--- src/rtl/llga_pkg.sv ---
`timescale 1ns / 1ps
// shared types and constants of the life-like grid automaton
package llga_pkg;

	localparam int KIND_W     = 2;
	localparam int ROW_W      = 4;
	localparam int COL_W      = 4;
	localparam int CNT_W      = 4;
	localparam int CFG_ADDR_W = 4;
	localparam int CFG_DATA_W = 32;

	localparam logic [CNT_W-1:0] BIRTH_A_RST   = 4'd1;
	localparam logic [CNT_W-1:0] BIRTH_B_RST   = 4'd2;
	localparam logic [CNT_W-1:0] SURVIVE_A_RST = 4'd1;
	localparam logic [CNT_W-1:0] SURVIVE_B_RST = 4'd1;

	typedef enum logic [KIND_W-1:0] {
		REQ_WRITE   = 2'd0,
		REQ_READ    = 2'd1,
		REQ_ADVANCE = 2'd2
	} req_kind_t;

	typedef enum logic [1:0] {
		CFG_BIRTH_A   = 2'd0,
		CFG_BIRTH_B   = 2'd1,
		CFG_SURVIVE_A = 2'd2,
		CFG_SURVIVE_B = 2'd3
	} cfg_reg_t;

	typedef enum logic [2:0] {
		ST_IDLE,
		ST_CELL,
		ST_FILL,
		ST_LOAD,
		ST_SWEEP,
		ST_DONE
	} ctl_state_t;

	typedef struct packed {
		logic [CNT_W-1:0] birth_a;
		logic [CNT_W-1:0] birth_b;
		logic [CNT_W-1:0] survive_a;
		logic [CNT_W-1:0] survive_b;
	} rule_cfg_t;

	typedef struct packed {
		logic capture;
		logic rd_en;
		logic rd_cell;
		logic clr_prev;
		logic load_cur;
		logic sweep;
		logic last;
		logic push;
	} ctl_cmd_t;

	typedef struct packed {
		logic slot_free;
	} dp_status_t;

endpackage

--- src/rtl/llga_req_if.sv ---
`timescale 1ns / 1ps
// request channel: valid/ready handshake with cell request payload
interface llga_req_if import llga_pkg::*; ();
	logic             valid;
	logic             ready;
	logic [KIND_W-1:0] req_type;
	logic [ROW_W-1:0]  cell_row;
	logic [COL_W-1:0]  cell_col;
	logic              write_alive;

	modport source (output valid, output req_type, output cell_row, output cell_col,
		output write_alive, input ready);
	modport sink (input valid, input req_type, input cell_row, input cell_col,
		input write_alive, output ready);
endinterface

--- src/rtl/llga_rsp_if.sv ---
`timescale 1ns / 1ps
// response channel: valid/ready handshake with completion payload
interface llga_rsp_if import llga_pkg::*; ();
	logic              valid;
	logic              ready;
	logic              read_alive;
	logic [KIND_W-1:0] done_kind;

	modport source (output valid, output read_alive, output done_kind, input ready);
	modport sink (input valid, input read_alive, input done_kind, output ready);
endinterface

--- src/rtl/llga_cfg.sv ---
`timescale 1ns / 1ps
// apb register block holding the birth and survival counts
module llga_cfg import llga_pkg::*; (
	input  logic                  clk,
	input  logic                  arst_n,
	input  logic                  psel,
	input  logic                  penable,
	input  logic                  pwrite,
	input  logic [CFG_ADDR_W-1:0] paddr,
	input  logic [CFG_DATA_W-1:0] pwdata,
	output logic [CFG_DATA_W-1:0] prdata,
	output logic                  pready,
	output rule_cfg_t             rules
);

	rule_cfg_t rules_q;
	logic      wr_en;
	cfg_reg_t  reg_sel;

	assign pready  = 1'b1;
	assign wr_en   = psel & penable & pwrite;
	assign reg_sel = cfg_reg_t'(paddr[3:2]);
	assign rules   = rules_q;

	always_ff @(posedge clk or negedge arst_n) begin
		if (!arst_n) begin
			rules_q.birth_a   <= BIRTH_A_RST;
			rules_q.birth_b   <= BIRTH_B_RST;
			rules_q.survive_a <= SURVIVE_A_RST;
			rules_q.survive_b <= SURVIVE_B_RST;
		end else if (wr_en) begin
			unique case (reg_sel)
				CFG_BIRTH_A:   rules_q.birth_a   <= pwdata[CNT_W-1:0];
				CFG_BIRTH_B:   rules_q.birth_b   <= pwdata[CNT_W-1:0];
				CFG_SURVIVE_A: rules_q.survive_a <= pwdata[CNT_W-1:0];
				CFG_SURVIVE_B: rules_q.survive_b <= pwdata[CNT_W-1:0];
			endcase
		end
	end

	always_comb begin
		prdata = '0;
		unique case (reg_sel)
			CFG_BIRTH_A:   prdata[CNT_W-1:0] = rules_q.birth_a;
			CFG_BIRTH_B:   prdata[CNT_W-1:0] = rules_q.birth_b;
			CFG_SURVIVE_A: prdata[CNT_W-1:0] = rules_q.survive_a;
			CFG_SURVIVE_B: prdata[CNT_W-1:0] = rules_q.survive_b;
		endcase
	end

endmodule

--- src/rtl/llga_ctrl.sv ---
`timescale 1ns / 1ps
// controller state machine sequencing cell accesses and generation sweeps
module llga_ctrl import llga_pkg::*; #(
	parameter int GRID_ROWS = 16,
	parameter int RA_W      = $clog2(GRID_ROWS)
) (
	input  logic              clk,
	input  logic              arst_n,
	input  logic              req_valid,
	input  logic [KIND_W-1:0] req_type,
	output logic              req_ready,
	input  dp_status_t        st,
	output ctl_cmd_t          cmd,
	output logic [RA_W-1:0]   rd_row,
	output logic [RA_W-1:0]   sweep_row
);

	ctl_state_t      state_q, state_d;
	logic [RA_W-1:0] row_q, row_d;
	logic            last_row;

	assign last_row  = (row_q == RA_W'(GRID_ROWS - 1));
	assign sweep_row = row_q;

	always_ff @(posedge clk or negedge arst_n) begin
		if (!arst_n) begin
			state_q <= ST_IDLE;
			row_q   <= '0;
		end else begin
			state_q <= state_d;
			row_q   <= row_d;
		end
	end

	always_comb begin
		state_d   = state_q;
		row_d     = row_q;
		cmd       = '0;
		rd_row    = '0;
		req_ready = 1'b0;
		unique case (state_q)
			ST_IDLE: begin
				req_ready = 1'b1;
				if (req_valid) begin
					cmd.capture = 1'b1;
					if (req_type == REQ_ADVANCE) begin
						state_d = ST_FILL;
					end else if (req_type == REQ_WRITE || req_type == REQ_READ) begin
						state_d = ST_CELL;
					end
				end
			end
			ST_CELL: begin
				cmd.rd_en   = 1'b1;
				cmd.rd_cell = 1'b1;
				state_d     = ST_DONE;
			end
			ST_FILL: begin
				cmd.rd_en    = 1'b1;
				cmd.clr_prev = 1'b1;
				rd_row       = '0;
				state_d      = ST_LOAD;
			end
			ST_LOAD: begin
				cmd.rd_en    = 1'b1;
				cmd.load_cur = 1'b1;
				rd_row       = RA_W'(1);
				row_d        = '0;
				state_d      = ST_SWEEP;
			end
			ST_SWEEP: begin
				cmd.sweep = 1'b1;
				cmd.last  = last_row;
				cmd.rd_en = ((32'(row_q) + 32'd2) < 32'(GRID_ROWS));
				rd_row    = row_q + RA_W'(2);
				row_d     = row_q + RA_W'(1);
				if (last_row) begin
					state_d = ST_DONE;
				end
			end
			ST_DONE: begin
				if (st.slot_free) begin
					cmd.push = 1'b1;
					state_d  = ST_IDLE;
				end
			end
			default: begin
				state_d = ST_IDLE;
			end
		endcase
	end

endmodule

--- src/rtl/llga_datapath.sv ---
`timescale 1ns / 1ps
// grid row memory, row buffers, next-generation logic and result register
module llga_datapath import llga_pkg::*; #(
	parameter int GRID_ROWS = 16,
	parameter int GRID_COLS = 16,
	parameter int RA_W      = $clog2(GRID_ROWS),
	parameter int CA_W      = $clog2(GRID_COLS)
) (
	input  logic              clk,
	input  logic              arst_n,
	input  ctl_cmd_t          cmd,
	input  logic [RA_W-1:0]   rd_row,
	input  logic [RA_W-1:0]   sweep_row,
	output dp_status_t        st,
	input  rule_cfg_t         rules,
	input  logic [KIND_W-1:0] req_type,
	input  logic [ROW_W-1:0]  cell_row,
	input  logic [COL_W-1:0]  cell_col,
	input  logic              write_alive,
	output logic              rsp_valid,
	input  logic              rsp_ready,
	output logic              read_alive,
	output logic [KIND_W-1:0] done_kind
);

	logic [GRID_COLS-1:0] mem_q [GRID_ROWS];
	logic [GRID_ROWS-1:0] row_valid_q;
	logic [GRID_COLS-1:0] rd_data_s1;
	logic                 rd_zero_s1;

	logic [KIND_W-1:0] kind_q;
	logic [ROW_W-1:0]  row_q;
	logic [COL_W-1:0]  col_q;
	logic              wv_q;

	logic [GRID_COLS-1:0] prev_q, cur_q;
	logic                 rsp_valid_q;
	logic                 read_alive_q;
	logic [KIND_W-1:0]    done_kind_q;

	logic                 in_grid;
	logic [RA_W-1:0]      cell_ra;
	logic [CA_W-1:0]      cell_ca;
	logic [GRID_COLS-1:0] rd_val;
	logic [GRID_COLS-1:0] next_row;
	logic [GRID_COLS-1:0] next_gen;
	logic [GRID_COLS-1:0] cell_wd;
	logic [GRID_COLS+1:0] pad_prev, pad_cur, pad_next;
	logic                 mem_we;
	logic [RA_W-1:0]      mem_wa, mem_ra;
	logic [GRID_COLS-1:0] mem_wd;

	function automatic logic [CNT_W-1:0] nb_count(input logic [7:0] v);
		logic [CNT_W-1:0] n;
		n = '0;
		for (int i = 0; i < 8; i++) begin
			n = n + CNT_W'(v[i]);
		end
		return n;
	endfunction

	assign in_grid = (32'(row_q) < 32'(GRID_ROWS)) && (32'(col_q) < 32'(GRID_COLS));
	assign cell_ra = RA_W'(row_q);
	assign cell_ca = CA_W'(col_q);
	assign rd_val  = rd_zero_s1 ? '0 : rd_data_s1;
	assign next_row = cmd.last ? '0 : rd_val;

	assign pad_prev = {1'b0, prev_q, 1'b0};
	assign pad_cur  = {1'b0, cur_q, 1'b0};
	assign pad_next = {1'b0, next_row, 1'b0};

	// all cells of a row update together from the buffered old rows
	for (genvar c = 0; c < GRID_COLS; c++) begin : g_cell
		logic [CNT_W-1:0] cnt;
		assign cnt = nb_count({pad_prev[c], pad_prev[c+1], pad_prev[c+2],
			pad_cur[c], pad_cur[c+2], pad_next[c], pad_next[c+1], pad_next[c+2]});
		assign next_gen[c] = cur_q[c] ?
			(cnt == rules.survive_a || cnt == rules.survive_b) :
			(cnt == rules.birth_a || cnt == rules.birth_b);
	end

	always_comb begin
		cell_wd          = rd_val;
		cell_wd[cell_ca] = wv_q;
	end

	assign mem_we = cmd.sweep | (cmd.push & (kind_q == REQ_WRITE) & in_grid);
	assign mem_wa = cmd.sweep ? sweep_row : cell_ra;
	assign mem_wd = cmd.sweep ? next_gen : cell_wd;
	assign mem_ra = cmd.rd_cell ? cell_ra : rd_row;

	always_ff @(posedge clk) begin
		if (mem_we) begin
			mem_q[mem_wa] <= mem_wd;
		end
		if (cmd.rd_en) begin
			rd_data_s1 <= mem_q[mem_ra];
			rd_zero_s1 <= !row_valid_q[mem_ra];
		end
	end

	// rows never written read as dead
	always_ff @(posedge clk or negedge arst_n) begin
		if (!arst_n) begin
			row_valid_q <= '0;
		end else if (mem_we) begin
			row_valid_q[mem_wa] <= 1'b1;
		end
	end

	always_ff @(posedge clk) begin
		if (cmd.capture) begin
			kind_q <= req_type;
			row_q  <= cell_row;
			col_q  <= cell_col;
			wv_q   <= write_alive;
		end
		if (cmd.clr_prev) begin
			prev_q <= '0;
		end else if (cmd.sweep) begin
			prev_q <= cur_q;
		end
		if (cmd.load_cur) begin
			cur_q <= rd_val;
		end else if (cmd.sweep) begin
			cur_q <= next_row;
		end
		if (cmd.push) begin
			read_alive_q <= (kind_q == REQ_READ) & in_grid & rd_val[cell_ca];
			done_kind_q  <= kind_q;
		end
	end

	always_ff @(posedge clk or negedge arst_n) begin
		if (!arst_n) begin
			rsp_valid_q <= 1'b0;
		end else if (cmd.push) begin
			rsp_valid_q <= 1'b1;
		end else if (rsp_ready) begin
			rsp_valid_q <= 1'b0;
		end
	end

	assign st.slot_free = !rsp_valid_q | rsp_ready;
	assign rsp_valid    = rsp_valid_q;
	assign read_alive   = read_alive_q;
	assign done_kind    = done_kind_q;

endmodule

--- src/rtl/life_like_grid_automaton.sv ---
`timescale 1ns / 1ps
// top level of the life-like grid automaton
//
//   channel   dir   handshake              payload
//   req       in    req.valid/req.ready    req_type, cell_row, cell_col, write_alive
//   rsp       out   rsp.valid/rsp.ready    read_alive, done_kind
//   apb       in    psel/penable/pready    paddr, pwdata, pwrite, prdata
//
// read and write transactions step through accept, one row read, then write-back/result
// advance fills and loads the row buffers, then sweeps one grid row per cycle
// through the single row memory (prev/cur/next row buffers)
// reset clears the row valid bits, so the grid reads all dead with no clearing pass
// a result waits in the output register; the next request is taken once the
// controller is idle, and a full output register holds the controller in its last state
module life_like_grid_automaton import llga_pkg::*; #(
	parameter int GRID_ROWS = 16,
	parameter int GRID_COLS = 16
) (
	input  logic                  clk,
	input  logic                  arst_n,
	llga_req_if.sink              req,
	llga_rsp_if.source            rsp,
	input  logic                  psel,
	input  logic                  penable,
	input  logic                  pwrite,
	input  logic [CFG_ADDR_W-1:0] paddr,
	input  logic [CFG_DATA_W-1:0] pwdata,
	output logic [CFG_DATA_W-1:0] prdata,
	output logic                  pready
);

	localparam int RA_W = $clog2(GRID_ROWS);

	rule_cfg_t       rules;
	ctl_cmd_t        cmd;
	dp_status_t      st;
	logic [RA_W-1:0] rd_row;
	logic [RA_W-1:0] sweep_row;

	llga_cfg u_cfg (
		.clk     (clk),
		.arst_n  (arst_n),
		.psel    (psel),
		.penable (penable),
		.pwrite  (pwrite),
		.paddr   (paddr),
		.pwdata  (pwdata),
		.prdata  (prdata),
		.pready  (pready),
		.rules   (rules)
	);

	llga_ctrl #(
		.GRID_ROWS (GRID_ROWS)
	) u_ctrl (
		.clk       (clk),
		.arst_n    (arst_n),
		.req_valid (req.valid),
		.req_type  (req.req_type),
		.req_ready (req.ready),
		.st        (st),
		.cmd       (cmd),
		.rd_row    (rd_row),
		.sweep_row (sweep_row)
	);

	llga_datapath #(
		.GRID_ROWS (GRID_ROWS),
		.GRID_COLS (GRID_COLS)
	) u_dp (
		.clk         (clk),
		.arst_n      (arst_n),
		.cmd         (cmd),
		.rd_row      (rd_row),
		.sweep_row   (sweep_row),
		.st          (st),
		.rules       (rules),
		.req_type    (req.req_type),
		.cell_row    (req.cell_row),
		.cell_col    (req.cell_col),
		.write_alive (req.write_alive),
		.rsp_valid   (rsp.valid),
		.rsp_ready   (rsp.ready),
		.read_alive  (rsp.read_alive),
		.done_kind   (rsp.done_kind)
	);

	a_busy_after_accept: assert property (@(posedge clk) disable iff (!arst_n)
		(req.valid && req.ready && (req.req_type == REQ_WRITE ||
			req.req_type == REQ_READ || req.req_type == REQ_ADVANCE)) |=> !req.ready)
		else $error("request taken while a transaction is in progress");

	a_one_writer: assert property (@(posedge clk) disable iff (!arst_n)
		!(cmd.sweep && cmd.push))
		else $error("sweep write and cell write in the same cycle");

	a_push_has_room: assert property (@(posedge clk) disable iff (!arst_n)
		cmd.push |-> st.slot_free)
		else $error("result pushed into a full output register");

	a_sweep_ends_done: assert property (@(posedge clk) disable iff (!arst_n)
		(cmd.sweep && cmd.last) |=> (!req.ready && !cmd.sweep))
		else $error("sweep did not finish into the result state");

endmodule
--- src/flat_wrapper.sv ---
// flat-port wrapper written by rule: the top's interface ports become plain ports
module life_like_grid_automaton_flat import llga_pkg::*;
#(
	parameter int GRID_ROWS = 16,
	parameter int GRID_COLS = 16
)
  (clk, arst_n, psel, penable, pwrite, paddr, pwdata, prdata, pready, req_valid, req_req_type, req_cell_row, req_cell_col, req_write_alive, req_ready, rsp_valid, rsp_read_alive, rsp_done_kind, rsp_ready);
  llga_req_if req_i ();
  llga_rsp_if rsp_i ();
  input  logic clk;
  input  logic arst_n;
  input  logic psel;
  input  logic penable;
  input  logic pwrite;
  input  logic [CFG_ADDR_W-1:0] paddr;
  input  logic [CFG_DATA_W-1:0] pwdata;
  output logic [CFG_DATA_W-1:0] prdata;
  output logic pready;
  input wire logic [$bits(req_i.valid)-1:0] req_valid;
  input wire logic [$bits(req_i.req_type)-1:0] req_req_type;
  input wire logic [$bits(req_i.cell_row)-1:0] req_cell_row;
  input wire logic [$bits(req_i.cell_col)-1:0] req_cell_col;
  input wire logic [$bits(req_i.write_alive)-1:0] req_write_alive;
  output wire logic [$bits(req_i.ready)-1:0] req_ready;
  output wire logic [$bits(rsp_i.valid)-1:0] rsp_valid;
  output wire logic [$bits(rsp_i.read_alive)-1:0] rsp_read_alive;
  output wire logic [$bits(rsp_i.done_kind)-1:0] rsp_done_kind;
  input wire logic [$bits(rsp_i.ready)-1:0] rsp_ready;
  assign req_i.valid = req_valid;
  assign req_i.req_type = req_req_type;
  assign req_i.cell_row = req_cell_row;
  assign req_i.cell_col = req_cell_col;
  assign req_i.write_alive = req_write_alive;
  assign req_ready = req_i.ready;
  assign rsp_valid = rsp_i.valid;
  assign rsp_read_alive = rsp_i.read_alive;
  assign rsp_done_kind = rsp_i.done_kind;
  assign rsp_i.ready = rsp_ready;
  life_like_grid_automaton #(.GRID_ROWS(GRID_ROWS), .GRID_COLS(GRID_COLS)) u_core (.clk(clk), .arst_n(arst_n), .req(req_i), .rsp(rsp_i), .psel(psel), .penable(penable), .pwrite(pwrite), .paddr(paddr), .pwdata(pwdata), .prdata(prdata), .pready(pready));
endmodule
--- config.mk ---
export PLATFORM = sky130hd
export DESIGN_NAME = life_like_grid_automaton_flat
export DESIGN_NICKNAME = d
export VERILOG_FILES = /design/src/rtl/llga_pkg.sv /design/src/rtl/llga_req_if.sv /design/src/rtl/llga_rsp_if.sv /design/src/rtl/llga_cfg.sv /design/src/rtl/llga_ctrl.sv /design/src/rtl/llga_datapath.sv /design/src/rtl/life_like_grid_automaton.sv /design/src/flat_wrapper.sv
export SDC_FILE = /design/constraint.sdc
export NUM_CORES = 1
export LEC_CHECK = 0
export ABC_AREA = 1
export BUFFER_PORTS_ARGS = -buffer_cell sky130_fd_sc_hd__buf_2
export CORE_MARGIN = 1.5
export CORE_UTILIZATION = 30
export DETAILED_ROUTE_END_ITERATION = 10
export GPL_TIMING_DRIVEN = 1
export PLACE_DENSITY = 0.55
export SETUP_SLACK_MARGIN = 0.02
export SYNTH_ARGS = -nofsm -noshare
export SYNTH_HDL_FRONTEND = slang
export SYNTH_HIERARCHICAL = 1
export SYNTH_SLANG_ARGS = --single-unit
--- constraint.sdc ---
create_clock -name clk -period 8.6 [get_ports clk]
set_input_delay 1.29 -clock clk [delete_from_list [all_inputs] [get_ports clk]]
set_output_delay 1.29 -clock clk [all_outputs]
set_load 0.01 [all_outputs]
After elaboration in Yosys (flattened, before gate mapping)
Memories as Yosys holds them, arrays and structs flattened. A register that Yosys moved wholly into a read port is not among the register bits.
Cells that the tools add are included.
{ "totals": {"mem_bits_rw": 256, "elab_cells": 324, "ff_bits": 87, "out_inout_bits": 38, "memories": 1} }
{ "mem_list": {"columns": ["memory", "depth", "width", "rd", "rd_ports_with_merged_regs", "write_ports", "line_no", "rtl"], "rows": [
  ["u_core.u_dp.mem_q", 16, 16, 1, 1, 1, "llga_datapath.sv:26", "logic [GRID_COLS-1:0] mem_q [GRID_ROWS];"]
]} }
{ "op_classes": {"muxes": 55, "n_addsub": 108, "n_eq_ne": 80, "reduce_logical": 50, "n_lt_le_gt_ge": 6, "bitwise_logic": 7} }
{ "op_table": {"columns": ["op", "n"], "rows": [
  ["$eq 4x4->1", 64],
  ["$add 4x1->4", 60],
  ["$mux 16", 5],
  ["$add 3x1->4", 15],
  ["$add 2x1->3", 15],
  ["$logic_or 1x1->1", 33],
  ["$mux 1", 32],
  ["$add 1x1->2", 15],
  ["$pmux 3 s6", 1],
  ["$bwmux 16", 1],
  ["$or 16x16->16", 1],
  ["$pmux 4 s2", 2],
  ["$pmux 4 s4", 1],
  ["$lt 4x5->1 const B", 3],
  ["$mux 3", 5],
  ["$bmux 1 s4", 2],
  ["$demux 1 s4", 2],
  ["$ge 4x1->1 const B", 2],
  ["$mux 4", 2],
  ["$reduce_and 2->1", 4],
  ["$eq 2x1->1 const B", 3],
  ["$eq 2x2->1 const B", 3],
  ["$eq 3x2->1 const B", 2],
  ["$eq 3x3->1 const B", 2],
  ["other kinds (20)", 31]
]} }

Logic depth before layout (Yosys ltp)
Gate-level depths: netlist of the first run.
{ "logic_depth": {"depth_word": 14, "ltp_mapped": 22} }

Cells and area by module
Netlist of the first run, hierarchy kept.
{ "modules_own_cells": {"columns": ["module", "cells_each", "n_inst", "area_per_inst_um2"], "rows": [
  ["llga_datapath", 2660, 1, 21394.3],
  ["llga_cfg", 139, 1, 1087.3],
  ["llga_ctrl", 71, 1, 516.7]
]} }

Worst setup path after synthesis of the first run
OpenSTA, ideal clock, no wires.
{ "synth_timing": {"path_kind": "reg-to-reg", "startpoint": "register u_core.u_ctrl.row_q[0] (netlist: u_core/u_ctrl/sweep_row[0])", "endpoint": "memory u_core.u_dp.mem_q[0][12], data pin", "period_less_slack_ns": 4.261, "path_slack_ns": 4.339, "arrival_time_ns": 3.907, "stages_incl_launch_ff": 20, "path_cell_list": "dfrtp_1 > ha_1 > nand3_1 > nor2_1 > inv_1 > clkbuf_1 > nand3_1 > fa_1 > fa_1 > inv_1 > ha_1 > inv_1 > fa_1 > clkbuf_1 > xnor2_1 > nor2_1 > nand3_1 > nand2_1 > nand2_1 > nand3_1"} }
{ "synth_lines": {"columns": ["item", "line_no", "rtl"], "rows": [
  ["from (decl)", "llga_ctrl.sv:19", "logic [RA_W-1:0] row_q, row_d;"],
  ["from (signal assigned)", "llga_ctrl.sv:31", "row_q <= row_d;"],
  ["to (decl)", "llga_datapath.sv:26", null]
]} }

==> results.py, run 1 <==
metrics = {
    "setup_path": {
        "r2r_slack_ps": 3220,
        "worstPathMaxFanout": 16,
        "crit_path_start_kind": "flop",
        "endpoint_kind": "flop",
        "r2r_start": "u_core/u_ctrl/state_q[0]",
        "worstPathArrival_ps": 5450,
        "crit_start": "u_core/u_ctrl/state_q[0]",
        "path_class": "reg -> reg",
        "worstPathRequired_ps": 8660,
    },
    "logic_synthesis": {
        "ys_ff_latch": 359,
        "yosysMostFrequentCell": "nand2_1",
        "synthDistinctLibCells": 42,
        "synth_top_cell_by_area": "edfxtp_1",
        "synth_edf_count": 303,
        "yosysWarnings": 6,
        "syn_avg_cell_area_um2": 8.01,
        "synthCells": 2870,
        "ys.flop_type": "edfxtp_1",
        "netlist.area_leader.share": 0.396,
        "synth.area.top_cells": "edfxtp_1 (40%), nand2_1 (17%), nand3_1 (7.9%)",
        "syn_area_um2": 23000,
        "seq_area_frac_synth": 0.453,
        "yosys-top-cells-count": "nand2_1 (1047), inv_1 (408), nand3_1 (365)",
        "synthArstFlopShare": 0.111,
    },
    "floorplan": {
        "core_area_um2": 75900,
        "die_height_um": 280,
        "die-area_um2": 78300,
        "die-width_um": 280,
        "initial_core_util": 0.303,
        "ios": 92,
        "row_count": 101,
    },
    "cts": {
        "clockBufferDepth": 3,
        "cts_buffers": 40,
        "cts_hold_buffers": 0,
        "cts_tree": "built",
        "cts_sinks": 359,
        "clock_latency_ps": 580,
        "post_cts_buffers": 0,
        "clockRootBuffer": "clkbuf_16",
        "htreeDepth": 2,
        "clk_pin_slew_ps": 60,
        "ctsResizeCount": 0,
    },
    "placed_design": {
        "routabilityCongestion": 0.838,
        "io_buffers": 32,
        "dp_hpwl_um": 40400,
    },
    "drt": {
        "via_per_inst": 4.58,
        "avgRoutedWirePerCell_um": 16.4,
        "drtAntennaViolNets": 0,
        "via_count": 17800,
        "drt_iter0_markers": 1549,
        "remaining_drc_errors": 0,
        "drt_wl_total_um": 64000,
        "drt-pass1-iter-count": 6,
    },
    "cells_and_area": {
        "area_growth_pct": 9.48,
        "nNetsFinal": 3000,
        "multi_input_area_um2": 10200,
        "seq_area_um2": 10400,
        "n_fill_cell": 7890,
        "diodes": 0,
        "drive_above_1_share": 0.0607,
    },
    "sta": {
        "min_period_ps": 5380,
        "worst_pin_slew_ps": 1150,
        "setup_viol": 0,
        "fmax_mhz": 186,
        "period_share": 0.626,
        "tns_ps": 0,
        "hold_violations": 0,
        "skew_ps": 40.7,
        "slew_headroom": 0.229,
        "maxSlewViolCount": 0,
        "rsz0062_at_grt": "no",
    },
    "grt": {
        "antenna_found_initial": 0,
        "grt_max_degree": 91,
        "grt_pass1_vias": 16700,
        "overflow": 0,
        "grtUsageTotal": 0.165,
        "grt_pass1_wl_um": 99200,
    },
    "hold_path": {
        "hold_class": "reg -> reg",
        "min_from": "u_core/u_dp/row_valid_q[3]",
    },
    "job": {
        "maxCapViolations": 0,
    },
    "run_status": {
        "status": "finished, final reports clean",
    },
}
==> layout make-up <==
type                    count  share of cell area
flip-flops and latches    359               0.414
multi-input cells        1951               0.407
inverters                 420              0.0627
well taps                1030              0.0512
clock buffers              48              0.0409
repair buffers             67              0.0168
clock inverters            21             0.00765
==> metal layers <==
| layer | share of wire | track usage |
|---|---|---|
| met4 | 0.023 | 0.0459 |
| met1 | 0.46 | 0.223 |
| met5 | 0 | 0 |
| met2 | 0.47 | 0.275 |
| met3 | 0.051 | 0.0216 |
==> final timing paths <==
path	to	depth (start not counted)
max in group asynchronous	u_core/u_dp/row_valid_q[8]	1
min in group asynchronous	u_core/u_cfg/rules[11]	1
hold / removal	u_core/u_dp/row_valid_q[3]	1
hold reg to reg	u_core/u_dp/row_valid_q[3]	1
setup reg to reg	u_core/u_dp/mem_q[3][13]	21
setup / recovery	u_core/u_dp/mem_q[3][13]	21
==> kinds of logic (layout without fill, tap and decap cells) <==
group           after synthesis  in the layout  synth area share
simple gates               1601           1601             0.289
flops                       359            359             0.453
buf+inv                     587            556             0.109
other cells                   2             29          0.000327
xor+xnor                    110            110            0.0419
compound gates              104            104            0.0285
fa+ha+maj                   107            107            0.0778
==> worst max-delay path: stages, from the launching register on <==
cell     delay (ps)
dfrtp_1         470
nor2_4          200
nand2_4         130
nor2_1          350
inv_1           340
nand3_1         390
fa_1            520
fa_1            460
inv_1            60
ha_1            180
inv_1            60
fa_1            430
inv_1           110
nand2_1          70
nand2_1         130
nand2_1          60
nand2_1          70
nor2_1           40
nand2_1          70
nand2_1          70
nand2_1          60
nand3_1         570
==> flip-flops by register name, summed over array words and instances (netlist names) <==
signal,count
u_core/u_dp/rd_zero_s1,1
u_core/u_dp/done_kind,2
u_core/u_dp/mem_q,256
u_core/u_dp/wv_q,1
u_core/u_cfg/rules,16
u_core/u_dp/cell_ra,4
u_core/u_dp/cur_q,16
u_core/u_ctrl/sweep_row,4
u_core/u_dp/prev_q,16
u_core/u_dp/kind_q,2
u_core/u_dp/row_valid_q,16
u_core/u_dp/cell_ca,4
u_core/u_dp/read_alive,1
u_core/u_dp/rsp_valid,1
u_core/u_dp/rd_data_s1,16
u_core/u_ctrl/state_q,3
==> placed cells by master, fill, tap and decap left out, types with 8 or more instances in the layout <==
cell type | netlist | routed
clkbuf_16 | 0 | 40
conb_1 | 2 | 29
clkinv_2 | 0 | 8
o211ai_1 | 18 | 18
dfxtp_1 | 16 | 16
xor2_1 | 45 | 45
nor2_2 | 1 | 17
ha_1 | 47 | 47
buf_2 | 51 | 32
a211oi_1 | 15 | 15
nand2_1 | 1047 | 1047
edfxtp_1 | 303 | 303
or2_1 | 15 | 15
a21oi_1 | 19 | 19
fa_1 | 60 | 60
nand4_1 | 9 | 9
dfrtp_1 | 36 | 36
nand3_1 | 365 | 365
buf_4 | 51 | 35
inv_2 | 9 | 8
inv_1 | 408 | 408
xnor2_1 | 65 | 65
clkinv_1 | 3 | 10
o21ai_0 | 30 | 29
clkbuf_1 | 53 | 8
nor2_1 | 143 | 127
==> through the flow <==
| step | setup WS [ps] | area (um2) | std cells | hold WS, ps | util |
|---|---|---|---|---|---|
| after floorplan | 4340 | 23100 | 2897 | 427 | - |
| after global placement | 3330 | 24000 | 3827 | 446 | 0.315 |
| after detailed placement | 3290 | 24000 | 3827 | 450 | 0.315 |
| after CTS | 3290 | 25200 | 3896 | 465 | 0.332 |
| after global routing | 2860 | 25200 | 3896 | 489 | 0.332 |
| final | 3220 | 25200 | 3896 | 464 | 0.332 |
Power of run 1 is left out: the tool's default activity adds up to more than one toggle a clock period on the data nets, which glitch-free logic cannot reach.
==> run 2, diff against run 1 <==
Settings changed: ABC_AREA 1 to 0, PLACE_DENSITY 0.55 to 0.56.
Clock period 8.6 ns to 4.43 ns, I/O delays scaled along.
==> run 2 against run 1 <==
Global-route usage decreased by 1.7 points. Critical path depth decreased by 4. Final cell count decreased by 35%. Non-clock buffer count increased by 68. Wire length decreased by 17%. Clock-buffer cell count unchanged. Cell area decreased by 3.5%. Via count decreased by 29%. Area after synthesis decreased by 12%. Flip-flop and latch count unchanged.
==> results.py, run 2 <==
metrics = {
    "logic_synthesis": {
        "synth.area.top_cells": "edfxtp_1 (45%), mux4_2 (8.4%), fa_1 (5.9%)",
        "ys_ff_latch": 359,
        "yosysMostFrequentCell": "edfxtp_1",
        "synthArstFlopShare": 0.111,
        "ys.flop_type": "edfxtp_1",
        "synth_edf_count": 303,
        "syn_area_um2": 20300,
        "syn_avg_cell_area_um2": 13.1,
        "synth_top_cell_by_area": "edfxtp_1",
        "yosys-top-cells-count": "edfxtp_1 (303), inv_1 (130), xor2_1 (129)",
        "netlist.area_leader.share": 0.448,
        "yosysWarnings": 6,
        "synthDistinctLibCells": 61,
        "seq_area_frac_synth": 0.513,
        "synthCells": 1544,
    },
    "drt": {
        "via_per_inst": 5.00,
        "drt_wl_total_um": 53300,
        "drt-pass1-iter-count": 5,
        "drt_iter0_markers": 1000,
        "avgRoutedWirePerCell_um": 21.0,
        "via_count": 12700,
        "drtAntennaViolNets": 0,
        "remaining_drc_errors": 0,
    },
    "floorplan": {
        "initial_core_util": 0.303,
        "ios": 92,
        "row_count": 95,
        "die_height_um": 263,
        "die-area_um2": 69200,
        "core_area_um2": 67000,
        "die-width_um": 263,
    },
    "cells_and_area": {
        "mostFrequentLayoutCell": "edfxtp_1",
        "final_cell_mix": "edfxtp_1 (303), xor2_1 (129), inv_1 (120), xnor2_1 (104), nand2_1 (85)",
        "regMostFlops": "u_core/u_dp/mem_q",
        "fin_cells": 2537,
        "n_fill_cell": 6413,
        "drive_above_1_share": 0.257,
        "area_growth_pct": 19.7,
        "finish.instance_area_um2": 24300,
        "largest_reg_flops": 256,
        "nNetsFinal": 1796,
    },
    "placed_design": {
        "preCtsSetupSlack_ps": -41.7,
        "dp_hpwl_um": 34400,
        "placed_area_um2": 22200,
        "place_inst": 2445,
        "routabilityCongestion": 0.839,
        "io_buffers": 32,
    },
    "sta": {
        "fin_ws_ps": 131,
        "hold_violations": 0,
        "maxSlewViolCount": 0,
        "period_share": 0.971,
        "tns_ps": 0,
        "skew_ps": 30.9,
        "rsz0062_at_grt": "yes",
        "worst_pin_slew_ps": 1200,
        "setup_viol": 0,
        "min_period_ps": 4300,
        "slew_headroom": 0.201,
        "fmax_mhz": 233,
    },
    "setup_path": {
        "crit_path_top_delay_cell": "fa_2",
        "slowest_delay_ps": 630,
        "path_class": "reg -> reg",
        "worstPathMaxFanout": 8,
        "crit_chain": "or3b_4 > nor2_4 > inv_4 > buf_12 > nand3_4 > buf_6 > fa_1 > fa_1 > inv_2 > ha_4 > inv_2 > fa_2 > xnor2_1 > nor2_1 > o2111ai_2 > a32oi_4 > clkbuf_16",
        "endpoint_kind": "flop",
        "worstPathRequired_ps": 4860,
        "crit_path_start_kind": "flop",
        "worstPathArrival_ps": 4730,
    },
    "hold_path": {
        "hold_class": "in -> reg",
    },
    "grt": {
        "grt_pass1_vias": 12800,
        "grt_pass1_wl_um": 78800,
        "use_met1": 0.199,
        "overflow": 0,
        "grt_max_degree": 69,
        "use_met2": 0.249,
        "grtUsageTotal": 0.148,
        "antenna_found_initial": 1,
        "gr-usage-met3": 0.0208,
        "busiest_layer": "met2",
    },
    "cts": {
        "htreeDepth": 2,
        "clock_latency_ps": 570,
        "clk_pin_slew_ps": 60,
        "cts_sinks": 359,
        "cts_tree": "built",
        "clockBufferDepth": 3,
        "cts_buffers": 41,
        "clockRootBuffer": "clkbuf_16",
    },
    "job": {
        "maxCapViolations": 0,
    },
    "run_status": {
        "status": "finished, final reports clean",
    },
}
## run 2: final cells by class
cell class | instances | area, um2 | share of cell area
inverters | 131 | 502 | 0.0206
diodes | 1 | 2.50 | 0.000103
clock buffers | 48 | 1050 | 0.0433
clock inverters | 23 | 299 | 0.0123
flip-flops and latches | 359 | 10400 | 0.429
repair buffers | 135 | 1370 | 0.0563
multi-input cells | 967 | 9560 | 0.393
well taps | 873 | 1090 | 0.0449
## run 2: cell families (layout without fill, tap and decap cells)
family	after synthesis	count (layout)	share of synthesized area
and+or+nand+nor	302	302	0.0775
adders and majority gates	107	107	0.0881
DFF	359	359	0.513
xor gates and xnor gates	249	249	0.107
other	2	30	0.000370
AOI/OAI and AO/OA	181	181	0.0600
muxes	99	99	0.0969
buffers and inverters	245	337	0.0563
## run 2: final timing paths
check                                             from                          end  slack [ps]  depth (start not counted)
setup / recovery              u_core/u_ctrl/state_q[1]      u_core/u_dp/mem_q[7][3]         130                         17
hold / removal                         req_cell_row[2]       u_core/u_dp/cell_ra[2]         270                          1
setup reg to reg              u_core/u_ctrl/state_q[1]      u_core/u_dp/mem_q[7][3]         130                         17
hold reg to reg            u_core/u_dp/row_valid_q[12]  u_core/u_dp/row_valid_q[12]         460                          1
max in group asynchronous                       arst_n        u_core/u_cfg/rules[7]        3490                          1
min in group asynchronous                       arst_n  u_core/u_dp/row_valid_q[10]         290                          1
## run 2: through the flow
step / utilization / hold slack (ps)
5_1_grt: 0.362 / 245
6_report: 0.363 / 270
3_3_place_gp: 0.331 / 446
3_5_place_dp: 0.331 / 449
4_1_cts: 0.352 / 237
2_1_floorplan: - / 369
## run 2: critical path, delay by kind of cell, from the launching register on
family | cells | cell delay (ps)
AO/OA/AOI/OAI | 2 | 570
buffers and inverters | 6 | 680
flip-flops | 1 | 380
adder cells (fa/ha/maj) | 4 | 1650
XOR/XNOR | 1 | 80
AND/OR/NAND/NOR | 4 | 800
## run 2: timing repair
action,in CTS,in global routing
setup endpoints to repair,80,232
setup buffers,0,12
gates cloned,0,8
pin swaps,3,26
gates resized for setup,4,78
hold buffers,0,0
## run 2: per-layer routing
metal	part of all wire	wire (um)
met1	0.45	23800
met3	0.052	2790
met2	0.48	25700
met4	0.020	1070
met5	0	0
Power of run 2 is left out for the same reason.
==> run 3, diff against run 2 <==
Settings changed: CORE_UTILIZATION 30 to 56, GPL_ROUTABILITY_DRIVEN from default to 0, PLACE_DENSITY 0.56 to 0.86.
==> run 3 against run 2 <==
The run now ends with DRC, setup timing left. Register-to-register slack lost 170 ps. Sequential share of layout area up 2.3 points. Clock-buffer cell count shrank 1. Flip-flop and latch count did not move. Via count is 5.9% higher. Critical path type unchanged. Largest cell class unchanged.
==> results.py, run 3 (synthesized netlist as in run 2, its figures left out) <==
metrics = {
    "run_status": {
        "status": "complete, but fails checks",
        "violations": "DRC, setup timing",
    },
    "cts": {
        "clockBufferDepth": 3,
        "clock_latency_ps": 550,
        "cts_buffers": 36,
        "clk_pin_slew_ps": 70,
        "cts_tree": "built",
        "cts_sinks": 359,
        "clockRootBuffer": "clkbuf_16",
        "htreeDepth": 2,
    },
    "drt": {
        "drt_wl_total_um": 53000,
        "via_per_inst": 6.39,
        "drtAntennaViolNets": 0,
        "avgRoutedWirePerCell_um": 25.2,
        "via_count": 13400,
        "drt_iter0_markers": 1626,
        "drt-pass1-iter-count": 9,
        "remaining_drc_errors": 9,
    },
    "sta": {
        "fin_ws_ps": -40.2,
        "slew_headroom": 0.131,
        "tns_ps": -296,
        "rsz0062_at_grt": "yes",
        "hold_violations": 0,
        "min_period_ps": 4470,
        "worst_pin_slew_ps": 1300,
        "setup_viol": 14,
        "maxSlewViolCount": 0,
        "skew_ps": 21.9,
        "fmax_mhz": 224,
        "period_share": 1.01,
    },
    "placed_design": {
        "dp_hpwl_um": 32400,
        "io_buffers": 32,
    },
    "cells_and_area": {
        "largest_reg_flops": 256,
        "drive_above_1_share": 0.235,
        "final_cell_mix": "edfxtp_1 (303), xor2_1 (129), inv_1 (126), xnor2_1 (107), nand2_1 (85)",
        "nNetsFinal": 1779,
        "diodes": 0,
        "fin_util": 0.648,
        "mostFrequentLayoutCell": "edfxtp_1",
        "area_growth_pct": 13.7,
        "n_fill_cell": 2349,
        "regMostFlops": "u_core/u_dp/mem_q",
    },
    "floorplan": {
        "row_count": 69,
        "die_height_um": 193,
        "ios": 92,
        "core_area_um2": 35700,
        "die-width_um": 193,
        "initial_core_util": 0.569,
        "die-area_um2": 37400,
    },
    "setup_path": {
        "r2r_cells": 18,
        "crit_start": "u_core/u_ctrl/state_q[0]",
        "r2r_start": "u_core/u_ctrl/state_q[0]",
        "r2r-end": "u_core/u_dp/mem_q[8][14]",
        "crit_path_start_kind": "flop",
        "worstPathRequired_ps": 4840,
        "worstPathArrival_ps": 4880,
        "r2r_slack_ps": -40,
        "worstPathMaxFanout": 8,
        "path_class": "reg -> reg",
        "crit_path_end": "u_core/u_dp/mem_q[8][14]",
        "endpoint_kind": "flop",
    },
    "grt": {
        "overflow": 0,
        "grt_max_degree": 47,
        "grt_pass1_wl_um": 79600,
        "grt_pass1_vias": 14000,
        "antenna_found_initial": 0,
        "grtUsageTotal": 0.279,
    },
    "job": {
        "maxCapViolations": 0,
    },
    "hold_path": {
        "hold_class": "in -> async",
    },
}
==> run 3: repair_timing <==
item | in CTS | in global routing
setup buffers | 0 | 12
hold buffers | 0 | 0
resized for setup | 6 | 46
gates cloned | 0 | 3
pin swaps | 0 | 19
setup endpoints to repair | 153 | 256
==> run 3: metrics by stage <==
stage	hold slack [ps]	instances	area, um2	worst slack, ps
6_report	259	2106	23100	-40.2
3_3_place_gp	443	2027	21500	125
3_5_place_dp	455	2027	21500	-40.9
5_1_grt	282	2106	23100	-99.8
2_1_floorplan	369	1571	20600	-46.7
4_1_cts	272	2092	22700	20.9
==> run 3: cell type report <==
type	count	area, um2	area share
Tap cell	461	577	0.0250
Clock buffer	47	963	0.0417
Clock inverter	18	203	0.00878
Sequential cell	359	10400	0.452
Inverter	131	497	0.0215
Multi-Input combinational cell	967	9330	0.404
Timing Repair Buffer	123	1090	0.0473
==> run 3: per-layer routing <==
metal / up-vias / GRT usage / share of wire
met5: - / 0 / 0
met4: 0 / 0.144 / 0.044
met3: 207 / 0.0452 / 0.087
met2: 852 / 0.482 / 0.51
met1: 6731 / 0.341 / 0.36
li1: 5657 / - / -
==> run 3: critical path, stage by stage (launching register included) <==
cell and delay [ps]:
dfrtp_1 400, or3b_4 430, nor2_4 110, inv_2 60, buf_12 150, buf_12 140
nand3_4 70, inv_2 50, ha_4 270, inv_2 40, fa_1 460, fa_2 380
inv_2 70, fa_2 480, xor2_1 160, nor2_1 180, o2111ai_2 170, a32oi_4 460
clkbuf_16 230
==> run 3: worst min-delay path by stage <==
stage / cells after the start / slack [ps] / endpoint
3_3_place_gp: 1 / 440 / u_core/u_dp/row_valid_q[1]
4_1_cts: 1 / 270 / u_core/u_dp/row_valid_q[3]
5_1_grt: 1 / 280 / u_core/u_dp/cell_ra[1]
3_5_place_dp: 1 / 450 / u_core/u_dp/row_valid_q[14]
6_report: 1 / 260 / u_core/u_dp/row_valid_q[3]
2_1_floorplan: 0 / 370 / u_core/u_cfg/rules[10]
Power of run 3 is left out for the same reason.
